[config.mk]
export PLATFORM = sky130hd
export DESIGN_NAME = annexb_nal_unit_filter_core
export DESIGN_NICKNAME = d
export VERILOG_FILES = /design/src/rtl/anuf_pkg.sv /design/src/rtl/annexb_nal_unit_filter_core.sv
export SDC_FILE = /design/constraint.sdc
export NUM_CORES = 1
export LEC_CHECK = 0
export ABC_AREA = 1
export BUFFER_PORTS_ARGS = -buffer_cell sky130_fd_sc_hd__buf_4
export CAP_MARGIN = 20
export CORE_ASPECT_RATIO = 1.2
export CORE_MARGIN = 10
export CORE_UTILIZATION = 35
export CTS_CLUSTER_SIZE = 25
export DETAILED_ROUTE_END_ITERATION = 10
export PLACE_DENSITY_LB_ADDON = 0.12
export SLEW_MARGIN = 20
export SYNTH_ARGS = -nofsm -noshare
export SYNTH_HDL_FRONTEND = slang
export SYNTH_SLANG_ARGS = --single-unit
[constraint.sdc]
create_clock -name clk -period 4.4 [get_ports clk]
set_clock_uncertainty 0.1 [all_clocks]
set_input_delay 0.66 -clock clk [delete_from_list [all_inputs] [get_ports clk]]
set_output_delay 0.66 -clock clk [all_outputs]
set_load 0.05 [all_outputs]
[src/rtl/anuf_pkg.sv]
`default_nettype none
// ----------------------------------------------------------------------------
// anuf_pkg
// Shared constants for the Annex B NAL unit filter.
// ----------------------------------------------------------------------------
package anuf_pkg;

    // parse phase codes
    localparam logic [1:0] PH_SEARCH = 2'd0;   // before the first start code
    localparam logic [1:0] PH_FIRST  = 2'd1;   // next byte is the unit header
    localparam logic [1:0] PH_UNIT   = 2'd2;   // inside a unit

    localparam int unsigned BURST_MAX   = 5;   // most result bytes per request
    localparam int unsigned MASK_W      = 32;
    localparam logic [2:0]  BURST_MAX_C = 3'd5;

    localparam logic [4:0]  NAL_TYPE_BITS  = 5'h1f;
    localparam logic [31:0] DROP_MASK_RST  = 32'h0000_0041;  // types 0 and 6 (sei)

    typedef logic [7:0] byte_t;

endpackage : anuf_pkg
`default_nettype wire

[src/rtl/annexb_nal_unit_filter_core.sv]
`default_nettype none
// ----------------------------------------------------------------------------
// annexb_nal_unit_filter_core
// Strips H.264 Annex B packets down to the kept NAL units, each re-emitted
// behind a four byte start code.
// ----------------------------------------------------------------------------
// channel   dir  signals                          request carries
// s         in   s_tvalid s_tready s_tdata s_tlast  in_byte, packet_last
// m         out  m_tvalid m_tready m_tdata m_tuser  out_byte, run_last,
//                m_tlast                            byte_valid, packet_end
// cfg       in   cfg_we cfg_wdata                   drop_type_mask
//
// one input request per cycle, while m does not stall, when it produces at most
// one result byte; a request producing n result bytes occupies the output burst
// buffer until all n have left, and the next request is taken in the cycle its last byte leaves.
// reset clears the parser and the burst buffer; drop_type_mask resets to 0x41.
// a stall on m holds the burst buffer and blocks s while it holds any byte.
// ----------------------------------------------------------------------------
module annexb_nal_unit_filter_core
    import anuf_pkg::*;
(
    input  wire logic        clk,
    input  wire logic        rst_n,
    input  wire logic        cfg_we,
    input  wire logic [31:0] cfg_wdata,
    input  wire logic        s_tvalid,
    output logic             s_tready,
    input  wire logic [7:0]  s_tdata,   // [7:0] in_byte
    input  wire logic        s_tlast,   // packet_last
    output logic             m_tvalid,
    input  wire logic        m_tready,
    output logic [15:0]      m_tdata,   // [7:0] out_byte, [8] run_last, [15:9] zero
    output logic             m_tuser,   // byte_valid
    output logic             m_tlast    // packet_end
);

    logic [MASK_W-1:0] mask_reg;

    logic [1:0] phase_reg, phase_next;
    logic [1:0] zrun_reg, zrun_next;
    logic       keep_reg, keep_next;
    logic [1:0] pend_reg, pend_next;

    byte_t      data_reg [BURST_MAX];
    logic [2:0] cnt_reg;
    logic       marker_reg;
    logic       end_reg;

    byte_t      lst [BURST_MAX];
    logic [2:0] n_res;
    logic       marker_res;

    logic       s_acc, m_acc;
    byte_t      b;
    logic       hdr_keep;

    assign s_acc = s_tvalid && s_tready;
    assign m_acc = m_tvalid && m_tready;
    assign b     = s_tdata;

    assign s_tready = (cnt_reg == 3'd0) || ((cnt_reg == 3'd1) && m_tready);
    assign m_tvalid = (cnt_reg != 3'd0);
    assign m_tdata  = {7'd0, (cnt_reg == 3'd1), data_reg[0]};
    assign m_tuser  = !marker_reg;
    assign m_tlast  = end_reg && (cnt_reg == 3'd1);

    assign hdr_keep = !mask_reg[b[4:0] & NAL_TYPE_BITS];

    // parser step and result burst for one request
    always_comb
    begin
        phase_next = phase_reg;
        zrun_next  = zrun_reg;
        keep_next  = keep_reg;
        pend_next  = pend_reg;
        n_res      = 3'd0;
        marker_res = 1'b0;
        for (int i = 0; i < BURST_MAX; i++)
        begin
            lst[i] = 8'd0;
        end

        case (phase_reg)
            PH_SEARCH:
            begin
                if (b == 8'd0)
                begin
                    if (zrun_reg != 2'd3)
                        zrun_next = zrun_reg + 2'd1;
                end
                else if (b == 8'd1 && zrun_reg >= 2'd2)
                begin
                    phase_next = PH_FIRST;
                    zrun_next  = 2'd0;
                end
                else
                begin
                    zrun_next = 2'd0;
                end
            end
            PH_FIRST:
            begin
                phase_next = PH_UNIT;
                pend_next  = 2'd0;
                if (b == 8'd0)
                begin
                    keep_next = 1'b0;
                    zrun_next = 2'd1;
                end
                else
                begin
                    keep_next = hdr_keep;
                    zrun_next = 2'd0;
                    if (hdr_keep)
                    begin
                        lst[3] = 8'd1;
                        lst[4] = b;
                        n_res  = BURST_MAX_C;
                    end
                end
            end
            PH_UNIT:
            begin
                if (b == 8'd0)
                begin
                    if (zrun_reg != 2'd3)
                        zrun_next = zrun_reg + 2'd1;
                    if (keep_reg)
                    begin
                        // only three zeros can belong to a start code
                        if (pend_reg == 2'd3)
                            n_res = 3'd1;
                        else
                            pend_next = pend_reg + 2'd1;
                    end
                end
                else if (b == 8'd1 && zrun_reg >= 2'd2)
                begin
                    phase_next = PH_FIRST;
                    zrun_next  = 2'd0;
                    keep_next  = 1'b0;
                    pend_next  = 2'd0;
                end
                else
                begin
                    if (keep_reg)
                    begin
                        for (int i = 0; i < BURST_MAX; i++)
                        begin
                            if (i == int'(pend_reg))
                                lst[i] = b;
                        end
                        n_res = {1'b0, pend_reg} + 3'd1;
                    end
                    pend_next = 2'd0;
                    zrun_next = 2'd0;
                end
            end
            default:
            begin
                phase_next = PH_SEARCH;
            end
        endcase

        if (s_tlast)
        begin
            // last unit runs to packet end, flush held zeros
            if (phase_next == PH_UNIT && keep_next)
                n_res = n_res + {1'b0, pend_next};
            phase_next = PH_SEARCH;
            zrun_next  = 2'd0;
            keep_next  = 1'b0;
            pend_next  = 2'd0;
            if (n_res == 3'd0)
            begin
                n_res      = 3'd1;
                marker_res = 1'b1;
            end
        end
    end

    always_ff @(posedge clk or negedge rst_n)
    begin
        if (!rst_n)
        begin
            mask_reg  <= DROP_MASK_RST;
            phase_reg <= PH_SEARCH;
            zrun_reg  <= 2'd0;
            keep_reg  <= 1'b0;
            pend_reg  <= 2'd0;
        end
        else
        begin
            if (cfg_we)
                mask_reg <= cfg_wdata;
            if (s_acc)
            begin
                phase_reg <= phase_next;
                zrun_reg  <= zrun_next;
                keep_reg  <= keep_next;
                pend_reg  <= pend_next;
            end
        end
    end

    always_ff @(posedge clk or negedge rst_n)
    begin
        if (!rst_n)
        begin
            cnt_reg    <= 3'd0;
            marker_reg <= 1'b0;
            end_reg    <= 1'b0;
        end
        else if (s_acc)
        begin
            cnt_reg    <= n_res;
            marker_reg <= marker_res;
            end_reg    <= s_tlast;
        end
        else if (m_acc)
        begin
            cnt_reg <= cnt_reg - 3'd1;
        end
    end

    // burst payload shifts toward slot 0 as bytes leave
    always_ff @(posedge clk)
    begin
        if (s_acc)
        begin
            for (int i = 0; i < BURST_MAX; i++)
            begin
                data_reg[i] <= lst[i];
            end
        end
        else if (m_acc)
        begin
            for (int i = 0; i < BURST_MAX - 1; i++)
            begin
                data_reg[i] <= data_reg[i + 1];
            end
        end
    end

    a_cnt_bound : assert property (@(posedge clk) disable iff (!rst_n)
        cnt_reg <= BURST_MAX_C)
        else $error("burst count out of range");

    a_marker_alone : assert property (@(posedge clk) disable iff (!rst_n)
        (m_tvalid && marker_reg) |-> (cnt_reg == 3'd1 && end_reg))
        else $error("packet end marker not alone");

    a_accept_fills : assert property (@(posedge clk) disable iff (!rst_n)
        (s_acc && s_tlast) |=> (m_tvalid && end_reg))
        else $error("packet end produced no result");

    a_pend_in_unit : assert property (@(posedge clk) disable iff (!rst_n)
        (pend_reg != 2'd0) |-> (phase_reg == PH_UNIT && keep_reg))
        else $error("held zeros outside a kept unit");

endmodule : annexb_nal_unit_filter_core
`default_nettype wire
==> impl_metrics.json <==
{
  "final_number_of_max_transition_violations": 0,
  "clk_pin_slew_ps": 70,
  "tritoncts": "done",
  "layout.nets": 610,
  "dieArea_sq_mm": 0.0178,
  "final_cell_mix": "nand2_1, inv_1, buf_4",
  "vdd_drop_max_uv": 197,
  "hold_violations": 0,
  "path_buf_inv": 2,
  "synth_seq_cells": 84,
  "drc": 0,
  "setup-violations-final": 0,
  "route.detailed.wl_per_inst_um": 15.1,
  "drt_iter0_drc": 232,
  "maxSlewHeadroom": 0.580,
  "min-delay-path-class": "in2async",
  "viasPerCell": 4.84,
  "dr_total_vias": 3470,
  "static_leakage_nw": 2.45,
  "post_cts_resized": 0,
  "largest_net_degree_at_the_start_of_global_routing": 52,
  "port_buffers": 58,
  "critical_path_start_type": "flip-flop",
  "cts-root-to-sink-buffers": 2,
  "cts_sinks": 84,
  "dpl.hpwl_um": 7660,
  "cp_slowest_stage_delay_ps": 600,
  "timing.fmax_mhz": 300,
  "initial_util": 0.357,
  "ant_nets": 0,
  "global_route_wire_length_before_repair_um": 17500,
  "antenna-diode-count": 0,
  "syn-instance-count": 502,
  "cpLargestDelayFamily": "adder cells",
  "detail_route.wirelength_um": 10800,
  "gpl.final_weighted_congestion": 0.885,
  "synth.yosys.seq_area_share": 0.512,
  "most_common_library_cell_in_the_layout_ignoring_fill_and_taps": "nand2_1",
  "largest_register_ffs": 40,
  "min_period_ps": 3340,
  "cts_setup_buffers": 0,
  "grt_usage": 0.126,
  "grt_antenna_before_repair": 0,
  "timing.setup.critical_path_class": "reg2reg",
  "placementRows": 45,
  "later_pin_clock_latency_in_the_skew_report_ps": 340,
  "ys_warn_count": 0,
  "crit_arrival_ps": 3510,
  "mean_instance_size_in_the_synthesized_netlist_sq_um": 8.96,
  "gr-total-overflow": 0,
  "grt_setup_unrepaired": "false",
  "core_area_sq_mm": 0.0126,
  "count_of_different_cell_masters_after_synthesis": 36,
  "crit_path_top_delay_cell": "ha_1",
  "syn-cell-area_sq_mm": 0.00450,
  "die_h_um": 144,
  "vias_in_the_first_global_route": 3459,
  "fin_crit_sh": 0.758,
  "layout-drive-gt1-share": 0.208,
  "synth_async_sr_flop_share": 0.524,
  "synth_enable_flop_cells": 40,
  "path_max_fanout": 12,
  "power-per-cell-area_mw_per_mm2": 527,
  "setup-tns-final_ps": 0,
  "critical_path_required_ps": 4570,
  "flow.area_growth_from_synthesis_pct": 18.1,
  "status": "finished, final reports clean",
  "fillerInstances": 1318,
  "tightestPinTransition_ps": 628,
  "ios": 66,
  "cts_inserted_buffers": 9,
  "drt_pre_antenna_iters": 4,
  "synth_top_flop_cell": "dfrtp_1",
  "crit_chain": "inv_1 -> ha_1 -> clkinv_1 -> a21oi_1 -> a211oi_1 -> ha_1 -> fa_1 -> nand4_1 -> nand2_1 -> nor2_1 -> nand2_1 -> nand2_1 -> nand2_1 -> a21oi_2",
  "cts.root.buffer_cell": "clkbuf_16",
  "end_kind": "flip-flop",
  "crit_top_cell": "nand2_1",
  "total_of_hold_buffers_inserted_after_clock_tree_synthesis": 0,
  "drv_cap": 0,
  "width_of_the_die_um": 123,
  "final_core_utilization": 0.421,
  "cts-htree-levels": 3
}
[Yosys cell counts, drive strengths merged, types with 8 or more instances]
cell type  number  area share
a21oi           8       0.011
edfxtp         40        0.27
dfrtp          42        0.23
nand2         108       0.093
inv            86       0.072
nand4           9       0.013
nor2           31       0.030
nand3          29       0.037
ha             15       0.042
o21ai          33       0.038
buf            21       0.034
mux2           14       0.035
o22ai          31       0.043
nor3            8      0.0089
clkbuf         10      0.0083
[area by class of cell]
cell class                      instances  area [sq um]  share of cell area
Inverter                               89           334              0.0629
Sequential cell                        84          2300               0.434
Clock buffer                           13           275              0.0518
Clock inverter                          3          43.8             0.00824
Tap cell                              164           205              0.0386
Timing Repair Buffer                   60           450              0.0848
Multi-Input combinational cell        304          1700               0.320
[metal layers]
layer  global-route usage  share of wire  vias up
li1                     -              -     1728
met3               0.0222          0.036       17
met2                0.206           0.49       67
met1                0.155           0.45     1658
met5                    0              0        -
met4               0.0626          0.024        0
[per-stage QoR]
| stage | total power [mW] | setup WS [ps] | hold slack (ps) | cells | cell area (sq um) |
|---|---|---|---|---|---|
| floorplan | 1.76 | 952 | 264 | 508 | 4520 |
| global placement | 2.00 | 881 | 376 | 701 | 4990 |
| detailed placement | 2.01 | 905 | 383 | 701 | 4990 |
| CTS | 2.83 | 1030 | 245 | 717 | 5310 |
| global route | 2.99 | 768 | 275 | 717 | 5310 |
| finish | 2.80 | 1060 | 208 | 717 | 5310 |
[power breakdown]
part | switching [mW] | internal [mW]
Sequential | 0.0652 | 1.00
Combinational | 0.633 | 0.284
Clock | 0.316 | 0.497
Total | 1.01 | 1.79
[path summary, 6_finish.rpt]
path	endpoint	cells after the start	start	slack (ps)
setup / recovery	cnt_reg[0]$_DFFE_PN0P_	14	phase_reg[0]$_DFFE_PN0P_	1060
hold / removal	mask_reg[5]$_DFFE_PN0P_	1	rst_n	210
setup reg to reg	cnt_reg[0]$_DFFE_PN0P_	14	phase_reg[0]$_DFFE_PN0P_	1060
hold reg to reg	mask_reg[0]$_DFFE_PN1P_	2	mask_reg[0]$_DFFE_PN1P_	390
max in group asynchronous	pend_reg[1]$_DFFE_PN0P_	1	rst_n	3580
min in group clk	mask_reg[0]$_DFFE_PN1P_	2	mask_reg[0]$_DFFE_PN1P_	390
[cells by family after synthesis]
group | Yosys count | share of synthesized area
buf+inv | 120 | 0.117
fa+ha+maj | 16 | 0.0462
other cells | 1 | 0.000834
simple gates | 187 | 0.184
flops | 84 | 0.512
mux | 14 | 0.0350
compound gates | 80 | 0.105
(Power assumes the default switching activity.)
